===== src/hdl/ilp_pkg.sv =====
package ilp_pkg;

  localparam int unsigned NumberWidthDef = 32;
  localparam int unsigned ValueWidth     = 32;
  localparam int unsigned QueueDepth     = 4;
  localparam int unsigned AddrWidth      = 3;

  localparam logic RegSkipEnable = 1'b0;

  localparam logic [7:0] ChTab     = 8'h09;
  localparam logic [7:0] ChCr      = 8'h0D;
  localparam logic [7:0] ChNewline = 8'h0A;
  localparam logic [7:0] ChSpace   = 8'h20;
  localparam logic [7:0] ChSlash   = 8'h2F;
  localparam logic [7:0] ChZero    = 8'h30;
  localparam logic [7:0] ChSeven   = 8'h37;
  localparam logic [7:0] ChNine    = 8'h39;
  localparam logic [7:0] ChUpperA  = 8'h41;
  localparam logic [7:0] ChUpperF  = 8'h46;
  localparam logic [7:0] ChUpperX  = 8'h58;
  localparam logic [7:0] ChLowerA  = 8'h61;
  localparam logic [7:0] ChLowerF  = 8'h66;
  localparam logic [7:0] ChLowerX  = 8'h78;

  typedef struct packed {
    logic [ValueWidth-1:0] value;
    logic                  status;
    logic                  last;
  } res_t;

  typedef struct packed {
    logic [1:0] count;
    res_t       first;
    res_t       second;
  } push_t;

endpackage


===== src/hdl/ilp_front.sv =====
module ilp_front #(
  parameter int unsigned NumberWidth = ilp_pkg::NumberWidthDef
) (
  input  logic           clk_i,
  input  logic           rst_ni,
  input  logic           skip_en_i,
  input  logic [7:0]     char_in_i,
  input  logic           end_of_text_i,
  input  logic           in_valid_i,
  output logic           in_ready_o,
  input  logic           room_i,
  output ilp_pkg::push_t push_o
);

  localparam int unsigned ExtW = (NumberWidth > ilp_pkg::ValueWidth) ?
                                 NumberWidth : ilp_pkg::ValueWidth;

  typedef enum logic [2:0] {
    MIdle,
    MComment,
    MZero,
    MHexPre,
    MHex,
    MOct,
    MDec
  } mode_e;

  mode_e                  mode_q, mode_d;
  logic [NumberWidth-1:0] acc_q, acc_d, acc_s;
  logic [NumberWidth-1:0] dec_next, hex_next, oct_next;
  logic [ExtW-1:0]        ext_q, ext_s;
  logic                   c_dec, c_oct, c_hex, c_space, c_slash, c_x, c_nl;
  logic [3:0]             hval;
  logic                   take, need_end, do_start, bad, eot_emit;
  ilp_pkg::res_t          ra, rb, rc, first, second;
  logic [1:0]             n;

  assign in_ready_o = room_i;
  assign take       = in_valid_i & room_i;

  // character classes
  always_comb begin
    c_dec   = (char_in_i >= ilp_pkg::ChZero) && (char_in_i <= ilp_pkg::ChNine);
    c_oct   = (char_in_i >= ilp_pkg::ChZero) && (char_in_i <= ilp_pkg::ChSeven);
    c_hex   = c_dec ||
              ((char_in_i >= ilp_pkg::ChLowerA) && (char_in_i <= ilp_pkg::ChLowerF)) ||
              ((char_in_i >= ilp_pkg::ChUpperA) && (char_in_i <= ilp_pkg::ChUpperF));
    c_space = (char_in_i == ilp_pkg::ChSpace) ||
              ((char_in_i >= ilp_pkg::ChTab) && (char_in_i <= ilp_pkg::ChCr));
    c_slash = (char_in_i == ilp_pkg::ChSlash);
    c_x     = (char_in_i == ilp_pkg::ChLowerX) || (char_in_i == ilp_pkg::ChUpperX);
    c_nl    = (char_in_i == ilp_pkg::ChNewline);
    hval    = c_dec ? char_in_i[3:0] : 4'(char_in_i[3:0] + 4'd9);
  end

  assign dec_next = (acc_q << 3) + (acc_q << 1) + NumberWidth'(char_in_i[3:0]);
  assign hex_next = (acc_q << 4) | NumberWidth'(hval);
  assign oct_next = (acc_q << 3) | NumberWidth'(char_in_i[2:0]);

  always_comb begin
    mode_d   = mode_q;
    acc_d    = acc_q;
    need_end = 1'b0;
    do_start = 1'b0;
    bad      = 1'b0;
    case (mode_q)
      MComment: begin
        if (c_nl) mode_d = MIdle;
      end
      MZero: begin
        if (c_x) begin
          mode_d = MHexPre;
        end else if (c_oct) begin
          acc_d  = oct_next;
          mode_d = MOct;
        end else begin
          need_end = 1'b1;
        end
      end
      MHexPre, MHex: begin
        if (c_hex) begin
          acc_d  = hex_next;
          mode_d = MHex;
        end else begin
          need_end = 1'b1;
        end
      end
      MOct: begin
        if (c_oct) acc_d = oct_next;
        else need_end = 1'b1;
      end
      MDec: begin
        if (c_dec) acc_d = dec_next;
        else need_end = 1'b1;
      end
      default: begin
        do_start = 1'b1;
      end
    endcase
    if (need_end) begin
      do_start = 1'b1;
      acc_d    = '0;
      mode_d   = MIdle;
    end
    if (do_start) begin
      if (skip_en_i && c_space) begin
        mode_d = MIdle;
      end else if (skip_en_i && c_slash) begin
        mode_d = MComment;
      end else if (char_in_i == ilp_pkg::ChZero) begin
        acc_d  = '0;
        mode_d = MZero;
      end else if (c_dec) begin
        acc_d  = NumberWidth'(char_in_i[3:0]);
        mode_d = MDec;
      end else begin
        mode_d = MIdle;
        bad    = 1'b1;
      end
    end
    acc_s    = acc_d;
    eot_emit = end_of_text_i && (mode_d != MIdle) && (mode_d != MComment);
    if (end_of_text_i) begin
      acc_d  = '0;
      mode_d = MIdle;
    end
  end

  // result list, at most two per word
  always_comb begin
    ext_q  = ExtW'(acc_q);
    ext_s  = ExtW'(acc_s);
    ra     = '{value: ext_q[ilp_pkg::ValueWidth-1:0], status: 1'b0, last: 1'b0};
    rb     = '{value: '0, status: 1'b1, last: 1'b0};
    rc     = '{value: ext_s[ilp_pkg::ValueWidth-1:0], status: 1'b0, last: 1'b0};
    first  = ra;
    second = rc;
    n      = 2'd0;
    if (need_end) begin
      first = ra;
      if (bad) begin
        second = rb;
        n      = 2'd2;
      end else if (eot_emit) begin
        second = rc;
        n      = 2'd2;
      end else begin
        n = 2'd1;
      end
    end else if (bad) begin
      first = rb;
      n     = 2'd1;
    end else if (eot_emit) begin
      first = rc;
      n     = 2'd1;
    end
    if (n == 2'd1) first.last = 1'b1;
    if (n == 2'd2) second.last = 1'b1;
    push_o.count  = take ? n : 2'd0;
    push_o.first  = first;
    push_o.second = second;
  end

  always_ff @(posedge clk_i or negedge rst_ni) begin
    if (!rst_ni) begin
      mode_q <= MIdle;
      acc_q  <= '0;
    end else if (take) begin
      mode_q <= mode_d;
      acc_q  <= acc_d;
    end
  end

endmodule


===== src/hdl/ilp_rq.sv =====
module ilp_rq (
  input  logic           clk_i,
  input  logic           rst_ni,
  input  ilp_pkg::push_t push_i,
  output logic           room_o,
  input  logic           pop_i,
  output logic           not_empty_o,
  output ilp_pkg::res_t  head_o
);

  localparam int unsigned Depth = ilp_pkg::QueueDepth;
  localparam int unsigned PtrW  = $clog2(Depth);
  localparam int unsigned CntW  = PtrW + 1;

  ilp_pkg::res_t   mem_q [Depth];
  logic [PtrW-1:0] wr_ptr_q, wr_ptr_d, wr_ptr_p1, rd_ptr_q, rd_ptr_d;
  logic [CntW-1:0] cnt_q, cnt_d;

  assign wr_ptr_p1   = PtrW'(wr_ptr_q + 1'b1);
  assign room_o      = (cnt_q <= CntW'(Depth - 2));
  assign not_empty_o = (cnt_q != '0);
  assign head_o      = mem_q[rd_ptr_q];

  always_comb begin
    wr_ptr_d = PtrW'(wr_ptr_q + PtrW'(push_i.count));
    rd_ptr_d = pop_i ? PtrW'(rd_ptr_q + 1'b1) : rd_ptr_q;
    cnt_d    = CntW'(cnt_q + CntW'(push_i.count) - CntW'(pop_i));
  end

  always_ff @(posedge clk_i) begin
    if (push_i.count != 2'd0) mem_q[wr_ptr_q] <= push_i.first;
    if (push_i.count == 2'd2) mem_q[wr_ptr_p1] <= push_i.second;
  end

  always_ff @(posedge clk_i or negedge rst_ni) begin
    if (!rst_ni) begin
      wr_ptr_q <= '0;
      rd_ptr_q <= '0;
      cnt_q    <= '0;
    end else begin
      wr_ptr_q <= wr_ptr_d;
      rd_ptr_q <= rd_ptr_d;
      cnt_q    <= cnt_d;
    end
  end

  a_cnt_bound: assert property (@(posedge clk_i) disable iff (!rst_ni)
    cnt_q <= CntW'(Depth))
    else $error("result queue overfilled");

  a_no_overflow: assert property (@(posedge clk_i) disable iff (!rst_ni)
    (push_i.count != 2'd0) |-> room_o)
    else $error("push without room");

  a_no_underflow: assert property (@(posedge clk_i) disable iff (!rst_ni)
    pop_i |-> not_empty_o)
    else $error("pop from empty queue");

  a_last_marked: assert property (@(posedge clk_i) disable iff (!rst_ni)
    ((push_i.count == 2'd1) |-> push_i.first.last) and
    ((push_i.count == 2'd2) |-> (push_i.second.last && !push_i.first.last)))
    else $error("last flag misplaced");

endmodule


===== src/hdl/ilp_back.sv =====
module ilp_back (
  input  logic                               clk_i,
  input  logic                               rst_ni,
  input  logic                               not_empty_i,
  input  ilp_pkg::res_t                      head_i,
  output logic                               pop_o,
  output logic                               out_valid_o,
  input  logic                               out_ready_i,
  output logic [ilp_pkg::ValueWidth-1:0]     value_o,
  output logic                               status_o,
  output logic                               last_result_o
);

  logic          out_valid_q, out_valid_d;
  ilp_pkg::res_t out_q;

  assign pop_o       = not_empty_i && (!out_valid_q || out_ready_i);
  assign out_valid_d = pop_o || (out_valid_q && !out_ready_i);

  assign out_valid_o   = out_valid_q;
  assign value_o       = out_q.value;
  assign status_o      = out_q.status;
  assign last_result_o = out_q.last;

  always_ff @(posedge clk_i) begin
    if (pop_o) out_q <= head_i;
  end

  always_ff @(posedge clk_i or negedge rst_ni) begin
    if (!rst_ni) begin
      out_valid_q <= 1'b0;
    end else begin
      out_valid_q <= out_valid_d;
    end
  end

endmodule


===== src/hdl/integer_literal_parser_unit.sv =====
// Byte-serial parser for C-style unsigned integer literals (decimal, octal with a
// leading 0, hex with 0x/0X). Each input word carries one character; a number ends
// at the first character that cannot extend it, which then starts the next token,
// or at a word marked end_of_text. Words are decoded combinationally by the front
// parser, so a new character is accepted every clock while the four-entry result
// queue has room for two results; a word yields zero, one or two results, the
// final one of a word flagged by last_result_o. Results leave through a registered
// output stage, one per cycle, so the input keeps flowing while the output stalls
// until the queue fills. An invalid start character gives value 0 with status 1.
// skip_enable (register 0, reset 1) drops whitespace and '/' comments up to a
// newline; write it only while the block is idle.
module integer_literal_parser_unit #(
  parameter int unsigned NumberWidth = ilp_pkg::NumberWidthDef
) (
  input  logic                             clk_i,
  input  logic                             rst_ni,
  input  logic                             psel,
  input  logic                             penable,
  input  logic                             pwrite,
  input  logic [ilp_pkg::AddrWidth-1:0]    paddr,
  input  logic [31:0]                      pwdata,
  output logic [31:0]                      prdata,
  output logic                             pready,
  input  logic [7:0]                       char_in_i,
  input  logic                             end_of_text_i,
  input  logic                             in_valid_i,
  output logic                             in_ready_o,
  output logic [ilp_pkg::ValueWidth-1:0]   value_o,
  output logic                             status_o,
  output logic                             last_result_o,
  output logic                             out_valid_o,
  input  logic                             out_ready_i
);

  logic           skip_en_q;
  logic           room, pop, not_empty;
  ilp_pkg::push_t push;
  ilp_pkg::res_t  head;

  assign pready = 1'b1;
  assign prdata = (paddr[2] == ilp_pkg::RegSkipEnable) ? {31'b0, skip_en_q} : 32'b0;

  always_ff @(posedge clk_i or negedge rst_ni) begin
    if (!rst_ni) begin
      skip_en_q <= 1'b1;
    end else if (psel && penable && pwrite && (paddr[2] == ilp_pkg::RegSkipEnable)) begin
      skip_en_q <= pwdata[0];
    end
  end

  ilp_front #(
    .NumberWidth(NumberWidth)
  ) u_front (
    .clk_i        (clk_i),
    .rst_ni       (rst_ni),
    .skip_en_i    (skip_en_q),
    .char_in_i    (char_in_i),
    .end_of_text_i(end_of_text_i),
    .in_valid_i   (in_valid_i),
    .in_ready_o   (in_ready_o),
    .room_i       (room),
    .push_o       (push)
  );

  ilp_rq u_rq (
    .clk_i      (clk_i),
    .rst_ni     (rst_ni),
    .push_i     (push),
    .room_o     (room),
    .pop_i      (pop),
    .not_empty_o(not_empty),
    .head_o     (head)
  );

  ilp_back u_back (
    .clk_i        (clk_i),
    .rst_ni       (rst_ni),
    .not_empty_i  (not_empty),
    .head_i       (head),
    .pop_o        (pop),
    .out_valid_o  (out_valid_o),
    .out_ready_i  (out_ready_i),
    .value_o      (value_o),
    .status_o     (status_o),
    .last_result_o(last_result_o)
  );

endmodule


===== config.mk =====
export PLATFORM = sky130hd
export DESIGN_NAME = integer_literal_parser_unit
export DESIGN_NICKNAME = d
export VERILOG_FILES = /design/src/hdl/ilp_pkg.sv /design/src/hdl/ilp_front.sv /design/src/hdl/ilp_rq.sv /design/src/hdl/ilp_back.sv /design/src/hdl/integer_literal_parser_unit.sv
export SDC_FILE = /design/constraint.sdc
export NUM_CORES = 1
export LEC_CHECK = 0
export BUFFER_PORTS_ARGS = -buffer_cell sky130_fd_sc_hd__clkbuf_2
export CORE_ASPECT_RATIO = 0.7
export CORE_UTILIZATION = 55
export CTS_CLUSTER_SIZE = 28
export DETAILED_ROUTE_END_ITERATION = 10
export PLACE_DENSITY_LB_ADDON = 0.2
export SLEW_MARGIN = 20
export SYNTH_ARGS = -nofsm -noshare
export SYNTH_HDL_FRONTEND = slang
export SYNTH_SLANG_ARGS = --single-unit

===== constraint.sdc =====
create_clock -name clk_i -period 3.9 [get_ports clk_i]
set_input_delay 0.585 -clock clk_i [delete_from_list [all_inputs] [get_ports clk_i]]
set_output_delay 0.585 -clock clk_i [all_outputs]
set_load 0.05 [all_outputs]

# Word-level counts from Yosys, hierarchy flattened
# Memories as Yosys holds them, arrays and structs flattened. A register that Yosys moved wholly into a read port is not among the register bits.
# Index checks and enable logic that the tools add are counted.
[totals] elab_cells=127 ff_bits=44 n_memories=1 input_bits=51 latch_bits=0 ramBits=136 rom_bits=0 out_inout_bits=69
[classes] order_cmp=10 eq_ne=16 n_reduce_logical=27 n_shift=0 add_sub_neg=8 bitwise_logic=4 n_mul=0 div=0 mux=54
[memory_table] memory="u_rq.mem_q" depth=4 word_bits=34 read_ports=1 rd_ports_with_merged_regs=1 write_ports=2 line_no="ilp_rq.sv:15" source="ilp_pkg::res_t mem_q [Depth];"
[op_table] operator="two-way mux 32 bit" n=11
[op_table] operator="two-way mux 34 bit" n=5
[op_table] operator="one-hot mux 32 bit (4 select lines)" n=1
[op_table] operator="two-way mux 3 bit" n=11
[op_table] operator="adder 32 bit" n=1
[op_table] operator="adder 32 x 4 -> 32 bit" n=1
[op_table] operator="OR 32 x 3 -> 32 bit" n=1
[op_table] operator="OR 32 x 4 -> 32 bit" n=1
[op_table] operator="== test 8 x 6 -> 1 bit, second input constant" n=3
[op_table] operator="two-way mux 1 bit" n=18
[op_table] operator="== test 8 x 7 -> 1 bit, second input constant" n=2
[op_table] operator=">= comparator 8 x 7 -> 1 bit, second input constant" n=2
[op_table] operator="<= comparator 8 x 6 -> 1 bit, second input constant" n=2
[op_table] operator="<= comparator 8 x 7 -> 1 bit, second input constant" n=2
[op_table] operator="logical AND 1 bit" n=14
[op_table] operator="two-way mux 2 bit" n=5
[op_table] operator="== test 3 bit, second input constant" n=3
[op_table] operator="one-hot mux 3 bit (3 select lines)" n=1
[op_table] operator="== test 8 x 4 -> 1 bit, second input constant" n=1
[op_table] operator=">= comparator 8 x 4 -> 1 bit, second input constant" n=1
[op_table] operator=">= comparator 8 x 6 -> 1 bit, second input constant" n=1
[op_table] operator="<= comparator 8 x 4 -> 1 bit, second input constant" n=1
[op_table] operator="== test 3 x 2 -> 1 bit, second input constant" n=2
[op_table] operator="logical OR 1 bit" n=6
[op_table] operator="other kinds (19)" n=23

# Logic depth before layout (Yosys ltp)
[logic_depth] word_depth=18 ltp_mapped=18 mapped_depth_nobuf=16

# Modules after synthesis
# Synthesis repeated with hierarchy kept, for this count alone.
[hier_totals] hier_cells=1261 hier_area_um2=14261.2
[by_module_without_submodules] mod="ilp_rq" area_each_um2=6985.4 instances=1 cells_per_inst=368 seq_area_each_um2=4259.1
[by_module_without_submodules] mod="ilp_front" area_each_um2=5908.2 instances=1 cells_per_inst=817 seq_area_each_um2=875.8
[by_module_without_submodules] mod="ilp_back" area_each_um2=1064.8 instances=1 cells_per_inst=38 seq_area_each_um2=1046.0
[by_module_without_submodules] mod="integer_literal_parser_unit" area_each_um2=302.8 instances=1 cells_per_inst=38 seq_area_each_um2=26.3

# Worst setup path before layout
# OpenSTA, ideal clock, no wires.
[synth_path] path_type="input to register" startpoint="in char_in_i[1]" endpoint="mem u_rq.mem_q[2][0] in the netlist's numbering, enable pin" slack_ps=-801 path_buffers=0 setup_time_ps=436 arrival_time_ps=4264 path_stages=11 t_required_ps=3464 cell_sequence="inv_1 ha_1 or3b_2 o311ai_2 o211ai_2 nand2_1 ha_1 nand2b_1 mux2i_1 nand2_1 a21oi_1"
[synth_rtl] item="start, declared" line_no="integer_literal_parser_unit.sv:24" source="input logic [7:0] char_in_i,"
[synth_rtl] item="end, declared" line_no="ilp_rq.sv:15"

==> metrics <==
outcome=finished clean; GRT Util Overall=0.3073; count of final setup violators=0; flops & latches, synth=214; DR WL/cell=22.75 µm; Max Cap Violations=0; P_leak=6.261 nW; CTS Sinks=214; FF-to-FF setup slack=0.14 ns; first-pass GRT wire length=58670 µm; fin crit period=3.757 ns; total wire length=38110 µm; Synth Flop Type=edfxtp_1; worst path required time=4.17 ns; hold slack final=0.1616 ns; Nets=1466; synth-to-layout area growth=15.21%; layout cell share with drive strength beyond 1=0.2225; utilization after layout=0.6489; Worst-Skew Late Latency=0.52 ns; Final Skew=0.01648 ns; drt first-iter violations=1357; GRT overflow=0; Ys Warns=0; die height=132.3 µm; number of global-route vias before repair=10.06k; critical path fanouts, max=5; fill cell count=1812; RSZ-0062 raised after global routing=no; power per cell area=644.4 mW/mm²; clock-pin slew on the worst setup and hold paths=0.06 ns; Synth cell types=81; count leader, synth=edfxtp_1; sequential area share after synthesis=0.4651; Cells after Synth=1230; Setup crit start kind=register; HP Class=in2async; Async S/R FF share, synth=0.2056; Residual DRC=0; IO Count=120; top cells by count, synth=170 x edfxtp_1, 142 x nand2_1, 68 x a21oi_1, 67 x ha_1, 67 x nor2_1; r2r worst-path depth=12; Mapped Area=0.01335 mm²; post-synth top area share=0.3825; cts hold-fix bufs=0; Starting Density=0.5632; vias per cell=6.392; Fmax=266.2 MHz; Final Max Slew Viols=0; Post-CTS Resized=0; final hold violation count=0; Post-CTS Setup Bufs=0; CTS Buf Count=23; Tot Pwr=9.909 mW; CTS tree=built; vias=10.71k; Max Root-Sink Buffers=3; initial antenna violation count=0; # diodes=0; Port Buffers=54; Post-synth EDFFs=170; largest net degree at the start of global routing=45; row count=47; Synth area leader=edfxtp_1; Avg Inst Size Synth=10.85 µm²; top area cells in the synthesized netlist=edfxtp_1 38%, dfrtp_1 8.1%, ha_1 6.3%, mux4_2 5.7%, nand2_1 4.0%; CTS root buf=clkbuf_16; Routed Antenna Nets=0; Core Area=0.02370 mm²; maximum VDD drop=0.0004528 V; normalized max-slew margin=0.2654; H-tree depth=1; die area=0.02490 mm²; arrival time at the worst endpoint=4.03 ns; CP Class=reg2reg; setup tns final=0 ns; Die X=188.2 µm; Tcrit/Tclk final=0.9633; CP Capture Type=register; RD Place Congestion=0.9364; Tightest Pin Transition=1.102 ns; hpwl dp=27570 µm; DR pass1 iterations=8
## state kept, by name (all words and copies together), names as in the netlist
register and count:
u_front.acc_q 32, u_back.status_o 1, u_rq.cnt_q 3, u_front.mode_q 3
u_rq.rd_ptr_q 2, u_rq.mem_q 136, u_back.out_valid_o 1, u_back.last_result_o 1
skip_en_q 1, u_back.value_o 32, u_rq.wr_ptr_q 2
## cell usage in the layout, fill, tap and decap left out, types with 6 or more instances in the layout
cell       instances
a21o_1            20
and2_1            13
o21a_1             7
clkbuf_2          54
nor3_1            10
buf_4            122
mux4_2            34
dfrtp_1           41
conb_1            32
ha_1              66
mux2i_1            9
a22o_1            60
a211o_1           20
nand3_1           23
nor3b_1            6
inv_1             25
a22oi_1            7
edfxtp_1         170
xnor2_1           17
buf_12            13
a31oi_1           11
xor2_1            13
a222oi_1          17
clkinv_1           6
a221oi_1           6
nand2b_1          14
a21oi_1           63
o21ai_0           42
mux2_2             6
o21ai_1           56
o21bai_1           6
clkbuf_16         23
o22ai_1           13
nand2_1          141
nor2_1            64
## critical path: stages, from the launching register on
cell and delay [ns]:
dfrtp_1 0.34, inv_1 0.13, fa_1 0.53, inv_1 0.06, fa_1 0.45, a21o_1 0.19
a221o_1 0.36, a41o_1 0.34, nand3_1 0.14, a31oi_1 0.16, mux2i_1 0.16, a221o_2 0.42
a22o_1 0.24
## per-stage QoR
| step | instance area (µm²) | cells | setup WS (ns) |
|---|---|---|---|
| floorplan | 13500 | 1260 | -0.1031 |
| global placement | 14700 | 1638 | -0.1788 |
| detailed placement | 14700 | 1638 | -0.2463 |
| CTS | 15330 | 1675 | 0.05772 |
| global route | 15380 | 1675 | 0.0002283 |
| finish | 15380 | 1675 | 0.1430 |
## worst paths after layout
check                                  from                  to
max                        u_front.acc_q[0]   u_rq.mem_q[1][30]
max in group asynchronous            rst_ni   u_front.mode_q[2]
min reg2reg                   u_rq.cnt_q[2]       u_rq.cnt_q[2]
min in group clk_i              out_ready_i  u_back.out_valid_o
min                                  rst_ni    u_rq.rd_ptr_q[0]
max reg2reg                u_front.acc_q[0]   u_rq.mem_q[1][30]
## routing by layer
layer	part of all wire	track usage	wire, µm	vias to the layer above
li1	-	-	-	4866
met1	0.44	0.4698	16700	5129
met2	0.41	0.4332	15730	651
met3	0.13	0.07905	5000	61
met4	0.018	0.07543	685	0
met5	0	0	0	-
## power breakdown
group / leakage (nW) / internal (mW) / total, mW / switching (mW)
Sequential: 2.18 / 3.09 / 3.33 / 0.238
Clock: 0.310 / 1.07 / 1.92 / 0.849
Combinational: 3.77 / 1.60 / 4.66 / 3.06
## cell type report
class | instances | area [µm²] | area share
clock buffer | 28 | 594.3 | 0.03865
tap | 318 | 397.9 | 0.02587
clock inverter | 9 | 37.54 | 0.002441
sequential | 214 | 6210 | 0.4038
timing repair buffer | 189 | 1446 | 0.09406
inverter | 25 | 93.84 | 0.006103
multi-input combinational | 892 | 6598 | 0.4290
## logic make-up after synthesis
family / share of synthesized area
XOR/XNOR: 0.01969
adder cells (fa/ha/maj): 0.06731
other: 0.0005627
AND/OR/NAND/NOR: 0.1178
flip-flops: 0.4651
buffers and inverters: 0.05737
AO/OA/AOI/OAI: 0.2030
multiplexers: 0.06918
No activity file was read; power rests on OpenSTA's default activity.
